**src/design/pccr_pkg.sv**
```systemverilog
// Shared types, widths and helpers of the circle collision resolver.
package pccr_pkg;

    localparam int MAX_ENTITIES_DEF = 64;

    localparam int POS_W    = 24;           // Q15.8 position and velocity
    localparam int RAD_W    = 16;           // Q8.8 radius
    localparam int CNT_W    = 6;            // contact counter
    localparam int DIFF_W   = POS_W + 1;    // coordinate difference
    localparam int RSUM_W   = RAD_W + 1;    // radius sum
    localparam int D2_W     = 2 * DIFF_W;   // squared distance
    localparam int M2_W     = 2 * RSUM_W;   // squared radius sum
    localparam int ROOT_W   = DIFF_W;       // floor(sqrt(d2))
    localparam int NUM_W    = DIFF_W + RSUM_W;  // dividend of the separation divider
    localparam int DEN_W    = ROOT_W + 1;   // divisor (twice the distance)
    localparam int SUM_W    = NUM_W + 2;    // position plus or minus separation
    localparam int IN_DATA_W  = 4 * POS_W + RAD_W;
    localparam int OUT_BITS   = 4 * POS_W + CNT_W;
    localparam int OUT_DATA_W = ((OUT_BITS + 7) / 8) * 8;

    // damping: |v| * 9, then divide by 10 through a reciprocal multiply;
    // ceil(2^30 / 10) is exact for every product below 2^27
    localparam int DAMP_P_W    = POS_W + 4;
    localparam int DAMP_R_W    = 27;
    localparam int DAMP_PROD_W = DAMP_P_W + DAMP_R_W;
    localparam int DAMP_SHIFT  = 30;

    localparam logic [CNT_W-1:0]    CNT_MAX    = '1;
    localparam logic [DAMP_R_W-1:0] DAMP_RECIP = 27'd107374183;
    localparam logic [3:0]          DAMP_MUL   = 4'd9;

    typedef struct packed {
        logic signed [POS_W-1:0] pos_x;
        logic signed [POS_W-1:0] pos_y;
        logic signed [POS_W-1:0] vel_x;
        logic signed [POS_W-1:0] vel_y;
        logic        [RAD_W-1:0] radius;
        logic                    vehicle;
        logic        [CNT_W-1:0] contacts;
    } t_body;

    typedef enum logic [4:0] {
        S_LOAD, S_RDA, S_LATA, S_RDB, S_LATB, S_DIFF, S_SQX, S_SQY, S_MSQ, S_CMP,
        S_SQGO, S_SQW, S_OVL, S_SMUL, S_SDGO, S_SDW, S_SAPP,
        S_DMUL, S_DDGO, S_DAPP, S_VCOM, S_WRA, S_WRB,
        S_ERD, S_ELD, S_EOUT
    } t_state;

    typedef enum logic [4:0] {
        OP_NONE, OP_LOAD, OP_RD, OP_LATA, OP_LATB, OP_DIFF, OP_SQX, OP_SQY, OP_MSQ,
        OP_CMP, OP_SQ_GO, OP_OVL, OP_SMUL, OP_SDIV_GO, OP_SAPP,
        OP_DMUL, OP_DDIV_GO, OP_DAPP, OP_VCOM, OP_WRA, OP_WRB, OP_OUT
    } t_op;

    typedef struct packed {
        t_op        op;
        logic [1:0] sub;    // axis, damping slot, or last flag for OP_OUT
    } t_cmd;

    typedef struct packed {
        logic collide;
        logic coincident;
        logic both_veh;
        logic unit_done;
    } t_stat;

    function automatic logic signed [POS_W-1:0] sat_pos(input logic signed [SUM_W-1:0] v);
        logic [SUM_W-POS_W:0] top;
        top = v[SUM_W-1:POS_W-1];
        if (top == '0 || top == '1) begin
            return v[POS_W-1:0];
        end else if (v[SUM_W-1]) begin
            return {1'b1, {(POS_W-1){1'b0}}};
        end else begin
            return {1'b0, {(POS_W-1){1'b1}}};
        end
    endfunction

endpackage

```
**src/design/pccr_ctrl.sv**
```systemverilog
// Controller: load, pair sweep and emit sequencing.
module pccr_ctrl #(
    parameter int MAX_ENTITIES = pccr_pkg::MAX_ENTITIES_DEF,
    localparam int AW = $clog2(MAX_ENTITIES),
    localparam int CW = $clog2(MAX_ENTITIES + 1)
) (
    input  logic            i_clk,
    input  logic            i_rst_n,
    input  logic            i_in_valid,
    input  logic            i_in_last,
    output logic            o_in_ready,
    output logic            o_out_valid,
    input  logic            i_out_ready,
    input  pccr_pkg::t_stat i_stat,
    output pccr_pkg::t_cmd  o_cmd,
    output logic [AW-1:0]   o_addr
);
    pccr_pkg::t_state r_state, n_state;
    logic [CW-1:0]    r_cnt, n_cnt;
    logic [AW-1:0]    r_i, n_i, r_j, n_j, r_e, n_e;
    logic [1:0]       r_sub, n_sub;
    logic             w_full, w_emit_last;
    logic [CW-1:0]    w_cnt_after;

    assign w_full      = (r_cnt == CW'(MAX_ENTITIES));
    assign w_cnt_after = w_full ? r_cnt : r_cnt + 1'b1;
    assign w_emit_last = (CW'(r_e) + 1'b1 == r_cnt);

    always_ff @(posedge i_clk) begin
        if (!i_rst_n) begin
            r_state <= pccr_pkg::S_LOAD;
            r_cnt   <= '0;
            r_i     <= '0;
            r_j     <= '0;
            r_e     <= '0;
            r_sub   <= '0;
        end else begin
            r_state <= n_state;
            r_cnt   <= n_cnt;
            r_i     <= n_i;
            r_j     <= n_j;
            r_e     <= n_e;
            r_sub   <= n_sub;
        end
    end

    // next state and counters
    always_comb begin
        n_state = r_state;
        n_cnt   = r_cnt;
        n_i     = r_i;
        n_j     = r_j;
        n_e     = r_e;
        n_sub   = r_sub;
        unique case (r_state)
            pccr_pkg::S_LOAD: begin
                if (i_in_valid) begin
                    n_cnt = w_cnt_after;
                    if (i_in_last) begin
                        n_i = '0;
                        n_j = AW'(1);
                        n_e = '0;
                        n_state = (w_cnt_after >= CW'(2)) ? pccr_pkg::S_RDA : pccr_pkg::S_ERD;
                    end
                end
            end
            pccr_pkg::S_RDA:  n_state = pccr_pkg::S_LATA;
            pccr_pkg::S_LATA: n_state = pccr_pkg::S_RDB;
            pccr_pkg::S_RDB:  n_state = pccr_pkg::S_LATB;
            pccr_pkg::S_LATB: n_state = pccr_pkg::S_DIFF;
            pccr_pkg::S_DIFF: n_state = pccr_pkg::S_SQX;
            pccr_pkg::S_SQX:  n_state = pccr_pkg::S_SQY;
            pccr_pkg::S_SQY:  n_state = pccr_pkg::S_MSQ;
            pccr_pkg::S_MSQ:  n_state = pccr_pkg::S_CMP;
            pccr_pkg::S_CMP: begin
                n_sub = '0;
                priority if (!i_stat.collide) begin
                    n_state = pccr_pkg::S_WRB;  // nothing changed; skip to pair advance
                end else if (!i_stat.coincident) begin
                    n_state = pccr_pkg::S_SQGO;
                end else if (i_stat.both_veh) begin
                    n_state = pccr_pkg::S_DMUL;
                end else begin
                    n_state = pccr_pkg::S_WRA;
                end
            end
            pccr_pkg::S_SQGO: n_state = pccr_pkg::S_SQW;
            pccr_pkg::S_SQW:  if (i_stat.unit_done) n_state = pccr_pkg::S_OVL;
            pccr_pkg::S_OVL:  n_state = pccr_pkg::S_SMUL;
            pccr_pkg::S_SMUL: n_state = pccr_pkg::S_SDGO;
            pccr_pkg::S_SDGO: n_state = pccr_pkg::S_SDW;
            pccr_pkg::S_SDW:  if (i_stat.unit_done) n_state = pccr_pkg::S_SAPP;
            pccr_pkg::S_SAPP: begin
                if (r_sub == 2'd0) begin
                    n_sub   = 2'd1;
                    n_state = pccr_pkg::S_SMUL;
                end else begin
                    n_sub   = 2'd0;
                    n_state = i_stat.both_veh ? pccr_pkg::S_DMUL : pccr_pkg::S_WRA;
                end
            end
            pccr_pkg::S_DMUL: n_state = pccr_pkg::S_DDGO;
            pccr_pkg::S_DDGO: n_state = pccr_pkg::S_DAPP;
            pccr_pkg::S_DAPP: begin
                n_sub   = r_sub + 1'b1;
                n_state = (r_sub == 2'd3) ? pccr_pkg::S_VCOM : pccr_pkg::S_DMUL;
            end
            pccr_pkg::S_VCOM: n_state = pccr_pkg::S_WRA;
            pccr_pkg::S_WRA:  n_state = pccr_pkg::S_WRB;
            pccr_pkg::S_WRB: begin
                // the not-colliding path also ends here, harmlessly rewriting j
                priority if (CW'(r_j) + 1'b1 < r_cnt) begin
                    n_j     = r_j + 1'b1;
                    n_state = pccr_pkg::S_RDA;
                end else if (CW'(r_i) + CW'(2) < r_cnt) begin
                    n_i     = r_i + 1'b1;
                    n_j     = r_i + AW'(2);
                    n_state = pccr_pkg::S_RDA;
                end else begin
                    n_e     = '0;
                    n_state = pccr_pkg::S_ERD;
                end
            end
            pccr_pkg::S_ERD:  n_state = pccr_pkg::S_ELD;
            pccr_pkg::S_ELD:  n_state = pccr_pkg::S_EOUT;
            pccr_pkg::S_EOUT: begin
                if (i_out_ready) begin
                    if (w_emit_last) begin
                        n_cnt   = '0;
                        n_state = pccr_pkg::S_LOAD;
                    end else begin
                        n_e     = r_e + 1'b1;
                        n_state = pccr_pkg::S_ERD;
                    end
                end
            end
            default: n_state = pccr_pkg::S_LOAD;
        endcase
    end

    // command and handshake outputs
    always_comb begin
        o_cmd.op    = pccr_pkg::OP_NONE;
        o_cmd.sub   = r_sub;
        o_addr      = r_i;
        o_in_ready  = 1'b0;
        o_out_valid = 1'b0;
        unique case (r_state)
            pccr_pkg::S_LOAD: begin
                o_in_ready = 1'b1;
                o_addr     = r_cnt[AW-1:0];
                if (i_in_valid && !w_full) o_cmd.op = pccr_pkg::OP_LOAD;
            end
            pccr_pkg::S_RDA:  o_cmd.op = pccr_pkg::OP_RD;
            pccr_pkg::S_LATA: o_cmd.op = pccr_pkg::OP_LATA;
            pccr_pkg::S_RDB: begin
                o_cmd.op = pccr_pkg::OP_RD;
                o_addr   = r_j;
            end
            pccr_pkg::S_LATB: o_cmd.op = pccr_pkg::OP_LATB;
            pccr_pkg::S_DIFF: o_cmd.op = pccr_pkg::OP_DIFF;
            pccr_pkg::S_SQX:  o_cmd.op = pccr_pkg::OP_SQX;
            pccr_pkg::S_SQY:  o_cmd.op = pccr_pkg::OP_SQY;
            pccr_pkg::S_MSQ:  o_cmd.op = pccr_pkg::OP_MSQ;
            pccr_pkg::S_CMP:  o_cmd.op = pccr_pkg::OP_CMP;
            pccr_pkg::S_SQGO: o_cmd.op = pccr_pkg::OP_SQ_GO;
            pccr_pkg::S_OVL:  o_cmd.op = pccr_pkg::OP_OVL;
            pccr_pkg::S_SMUL: o_cmd.op = pccr_pkg::OP_SMUL;
            pccr_pkg::S_SDGO: o_cmd.op = pccr_pkg::OP_SDIV_GO;
            pccr_pkg::S_SAPP: o_cmd.op = pccr_pkg::OP_SAPP;
            pccr_pkg::S_DMUL: o_cmd.op = pccr_pkg::OP_DMUL;
            pccr_pkg::S_DDGO: o_cmd.op = pccr_pkg::OP_DDIV_GO;
            pccr_pkg::S_DAPP: o_cmd.op = pccr_pkg::OP_DAPP;
            pccr_pkg::S_VCOM: o_cmd.op = pccr_pkg::OP_VCOM;
            pccr_pkg::S_WRA:  o_cmd.op = pccr_pkg::OP_WRA;
            pccr_pkg::S_WRB: begin
                o_cmd.op = pccr_pkg::OP_WRB;
                o_addr   = r_j;
            end
            pccr_pkg::S_ERD: begin
                o_cmd.op = pccr_pkg::OP_RD;
                o_addr   = r_e;
            end
            pccr_pkg::S_ELD: begin
                o_cmd.op  = pccr_pkg::OP_OUT;
                o_cmd.sub = {1'b0, w_emit_last};
            end
            pccr_pkg::S_EOUT: o_out_valid = 1'b1;
            default: ;
        endcase
    end
endmodule

```
**config.mk**
```make
export PLATFORM = sky130hd
export DESIGN_NAME = pccr_ctrl
export DESIGN_NICKNAME = d
export VERILOG_FILES = /design/src/design/pccr_pkg.sv /design/src/design/pccr_ctrl.sv
export SDC_FILE = /design/constraint.sdc
export NUM_CORES = 1
export LEC_CHECK = 0
export CAP_MARGIN = 20
export CORE_MARGIN = 2
export CORE_UTILIZATION = 50
export DETAILED_ROUTE_END_ITERATION = 8
export DONT_BUFFER_PORTS = 1
export GPL_ROUTABILITY_DRIVEN = 1
export HOLD_SLACK_MARGIN = 0.15
export PLACE_DENSITY = 0.68
export SLEW_MARGIN = 5
export SYNTH_ARGS = -nofsm -noshare
export SYNTH_HDL_FRONTEND = slang
export SYNTH_SLANG_ARGS = --single-unit
```
**constraint.sdc**
```tcl
create_clock -name i_clk -period 2.4 [get_ports i_clk]
set_input_delay 0.36 -clock i_clk [delete_from_list [all_inputs] [get_ports i_clk]]
set_output_delay 0.36 -clock i_clk [all_outputs]
set_load 0.005 [all_outputs]
```
Word level (Yosys, flattened, before mapping)
Index checks and enable logic that the tools add are counted.
{"block": "op_classes", "n_addsub": 9, "n_eq_ne": 39, "n_lt_le_gt_ge": 3, "n_mux": 43, "n_reduce_logical": 15}
{"operator": "5-bit one-hot mux with 26 select lines", "n": 1}
{"operator": "5-bit one-hot mux with 21 select lines", "n": 1}
{"operator": "6-bit two-way mux", "n": 12}
{"operator": "5-bit two-way mux", "n": 12}
{"operator": "5-bit == test (second input constant)", "n": 10}
{"operator": "5-bit by 4-bit == test with 1-bit output (second input constant)", "n": 8}
{"operator": "6-bit one-hot mux with 3 select lines", "n": 2}
{"operator": "7-bit two-way mux", "n": 4}
{"operator": "6-bit one-hot mux with 2 select lines", "n": 2}
{"operator": "5-bit by 3-bit == test with 1-bit output (second input constant)", "n": 4}
{"operator": "2-bit inequality test (second input constant)", "n": 10}
{"operator": "6-bit by 1-bit adder with 6-bit output (second input constant)", "n": 3}
{"operator": "6-bit by 1-bit adder with 7-bit output (second input constant)", "n": 2}
{"operator": "7-bit < comparator", "n": 2}
{"operator": "7-bit one-hot mux with 2 select lines", "n": 1}
{"operator": "5-bit by 2-bit == test with 1-bit output (second input constant)", "n": 2}
{"operator": "5-bit AND reduction", "n": 2}
{"operator": "4-bit AND reduction", "n": 2}
{"operator": "6-bit by 2-bit adder with 7-bit output (second input constant)", "n": 1}
{"operator": "7-bit by 1-bit adder with 7-bit output (second input constant)", "n": 1}
{"operator": "7-bit == test", "n": 1}
{"operator": "7-bit == test (second input constant)", "n": 1}
{"operator": "7-bit by 2-bit greater-or-equal comparator with 1-bit output (second input constant)", "n": 1}
{"operator": "7-bit AND reduction", "n": 1}
{"operator": "other kinds (17)", "n": 23}
{"block": "word_totals", "ff_bits": 32, "word_cells": 115, "inputBits": 9, "output_inout_bits": 15}

Longest topological paths before layout
{"block": "depth", "ltp_word": 7, "ltp_mapped": 11}

Worst setup path before layout
OpenSTA, ideal clock, no wires.
{"block": "synth_timing", "path_type": "reg2reg", "start": "register r_j[0]", "end": "register r_i[4]", "n_path_buf": 0, "stages_incl_launch_ff": 11, "synth_period_minus_slack_ns": 2.533, "arrival_ns": 2.463, "setup_time_ns": 0.070, "required_ns": 2.330, "path_slack_ns": -0.133, "cell_sequence": "dfxtp_1 -> ha_1 -> nand3_1 -> xnor2_1 -> ha_1 -> a21oi_1 -> o21ai_0 -> a21oi_2 -> o41a_1 -> or3_1 -> a21oi_1"}
{"block": "synth_between", "elab_chain_len": 4}
{"item": "from (decl)", "line_no": "pccr_ctrl.sv:20", "rtl": "logic [AW-1:0] r_i, n_i, r_j, n_j, r_e, n_e;"}
{"item": "from (signal assigned)", "line_no": "pccr_ctrl.sv:41", "rtl": "r_j <= n_j;"}
{"item": "6-bit by 1-bit adder with 7-bit output", "line_no": "pccr_ctrl.sv:112", "rtl": "priority if (CW'(r_j) + 1'b1 < r_cnt) begin"}
{"item": "7-bit < comparator", "line_no": "pccr_ctrl.sv:112"}
{"item": "2-bit inequality test (no line)"}
{"item": "5-bit AND reduction (no line)"}
{"item": "to (signal assigned)", "line_no": "pccr_ctrl.sv:40", "rtl": "r_i <= n_i;"}
{"item": "to (decl)", "line_no": "pccr_ctrl.sv:20"}
No other way between the ends.
A chain may end at the register's enable or synchronous reset.

Worst setup path after layout
{"block": "layout_timing", "start": "register r_j[1]", "end": "register r_i[4]"}
Same word-level chain as after synthesis.

==> results.md <==
- Status: finished, violations left
- Failing checks: setup timing
- Mapped Area: 0.00309 mm^2
- Total wire length: 10,500 um
- Initial core utilization: 0.519
- CTS Hold Bufs: 0
- Chip width: 82.6 um
- RSZ-0062 raised after global routing: yes
- Layout area overhead: 26.1%
- WL per Instance: 19.1 um
- # setup viols final: 4
- Row cnt: 28
- Fin crit share: 1.03
- Setup crit end kind: flip-flop
- Number of synthesized register bits: 32
- Main synth FF type: dfxtp_1
- Clk slew on worst S/H paths: 70 ps
- Hold Crit Class: input port to flip-flop
- Vias per Instance: 6.66
- Post-synth EDFFs: 0
- Sequential-to-total area share from yosys stat: 0.207
- Die area: 0.00683 mm^2
- Syn Area/Cell: 7.15 um^2
- Depth of the most critical reg-to-reg path: 10
- Num CTS Buffers: 5
- Crit path kind: flip-flop to flip-flop
- Syn Inst Count: 432
- H-tree Lvls: 2
- Die H: 82.6 um
- Sink Count: 32
- Total grt overflow: 0
- Vias in the first global route: 3,195
- Startpoint type of the worst setup path: flip-flop
- Fin. Hold Viols: 0
- Clk_lat worst skew: 290 ps
- Clock Skews: 9.72 ps
- Final GP Congestion: 0.921
- Power Dens Cells: 984 mW/mm^2
- Max-Cap Viols: 0
- Pin count of the biggest net entering global routing: 24
- Residual DRC count: 0
- Antenna violations before repair: 0
- Worst-margin pin slew: 524 ps
- Asr flop ratio synth: 0
- Boundary pin count: 24
- Core area: 0.00596 mm^2
- Diodes inserted: 0
- Peak supply drop: 0.000663 V
- Fmax achieved: 404 MHz
- Synth cell types: 67
- First-pass GRT wire length: 15,800 um
- Leak: 1.56 nW
- Nets: 506
- Synth warnings: 0
- Rel. slew slack: 0.645
- Worst path required time: 2620 ps
- Core Util, Final: 0.654
- CTS Buffer Depth: 2
- Vias: 3,667
- Crit Path Max Fanout: 6
- Final hold slack: 203 ps
- DP HPWL: 7650 um
- Fin. max-slew vios: 0
- Dpl ws: -75.0 ps
- Synthesized Nets: 462
- # port buffers: 0
- Final ANT Viol Nets: 0
- Cell depth of the worst hold path: 1
- PnR worst setup slack: -75.9 ps
- Clock Tree Root: clkbuf_8
- Share of cells above drive strength 1: 0.279
- Placed Cells: 540
- Post-Layout Cell Count: 551
- GR Util All Layers: 0.305
- Starting DRT DRC Count: 303
- Period minus WS final: 2480 ps
- CTS tree: yes
- Critical Path AT: 2700 ps
- Initial DRT Pass Iterations: 6
-- cells by family after synthesis --
group,synth area share
xor gates and xnor gates,0.0453
DFF,0.207
muxes,0.0146
and+or+nand+nor,0.275
adders and majority gates,0.0850
buffers and inverters,0.0656
AOI/OAI and AO/OA,0.307
-- path summary, 6_finish.rpt --
check	to	slack, ps	startpoint
max	r_i[4]	-80	r_j[1]
min	r_state[4]	200	i_rst_n
max reg2reg	r_i[4]	-80	r_j[1]
min reg2reg	r_sub[1]	510	r_sub[1]
-- cell usage after synthesis (9+ instances only) --
cell type  number  area share
nand3_1        20       0.032
clkbuf_1       18       0.022
nor3_1          9       0.015
nor2_1         35       0.043
o21ai_0        21       0.034
nand2_1        42       0.051
inv_1          21       0.026
or3_1           9       0.018
ha_1           21       0.085
xnor2_1        10       0.028
a21oi_1        45       0.073
dfxtp_1        32        0.21
nand2b_1        9       0.018
-- layer usage --
layer  wire (um)  share of wire  global-route usage  vias to the layer above
met2        4920           0.47               0.480                      200
met1        4390           0.42               0.407                     1735
li1            -              -                   -                     1702
met5           0              0                   0                        -
met4         342          0.033               0.141                        0
met3         865          0.082              0.0500                       30
-- cell type report --
type	instances	area [um^2]
timing repair buffer	65	495
inverter	23	87.6
clock buffer	6	72.6
tap	75	93.8
sequential	32	664
multi-input combinational	349	2480
fill	548	2060
clock inverter	1	5.00
-- critical path, stage by stage (launching register included) --
cell	delay, ps
dfxtp_4	370
and3_4	180
nand3_2	100
xnor2_2	150
ha_1	310
nand2_2	80
nor2_2	140
a21oi_2	80
o41a_1	490
or3_1	380
a21oi_1	120
-- where the power goes --
group	leakage (nW)	internal [mW]	switching (mW)
clock	0.0410	0.197	0.206
combinational	1.25	1.11	1.60
sequential	0.266	0.605	0.115
-- repair_timing --
action | in CTS | in global routing
endpoints found under the setup margin | 14 | 30
buffers inserted | 3 | 1
gates resized for setup | 15 | 42
pin swaps | 11 | 12
gates cloned | 0 | 0
-- flip-flops by register name, indices dropped and copies added, names as in the netlist --
| name | count |
|---|---|
| r_i | 6 |
| r_cnt | 7 |
| r_state | 5 |
| r_j | 6 |
| r_sub | 2 |
| r_e | 6 |
-- metrics by stage --
step           TNS, ps  power, mW  cell area [um^2]
6_report          -224       3.84              3900
5_1_grt          -1380       4.10              3900
4_1_cts          -93.7       3.63              3720
3_5_place_dp      -200       3.15              3550
3_3_place_gp         0       3.13              3550
2_1_floorplan        0       2.35              3120
-- placed cells by master (no fill, tap or decap), drive strengths merged, types with 3 or more instances in the layout --
cell	n
o221ai	3
inv	22
nor2	36
nor4	6
nand2b	9
and3	4
dfxtp	32
clkbuf	6
xnor2	10
a21o	4
ha	21
a211o	3
nor2b	3
or3	9
a21oi	46
a211oi	4
mux2	4
nand2	42
a221o	3
a31oi	8
nor3	11
and2	5
nand4	8
nand3	20
o211ai	5
nand3b	7
a222oi	6
buf	65
o22ai	7
o21ai	22
xor2	6
Power figures use the tool's default switching activity.
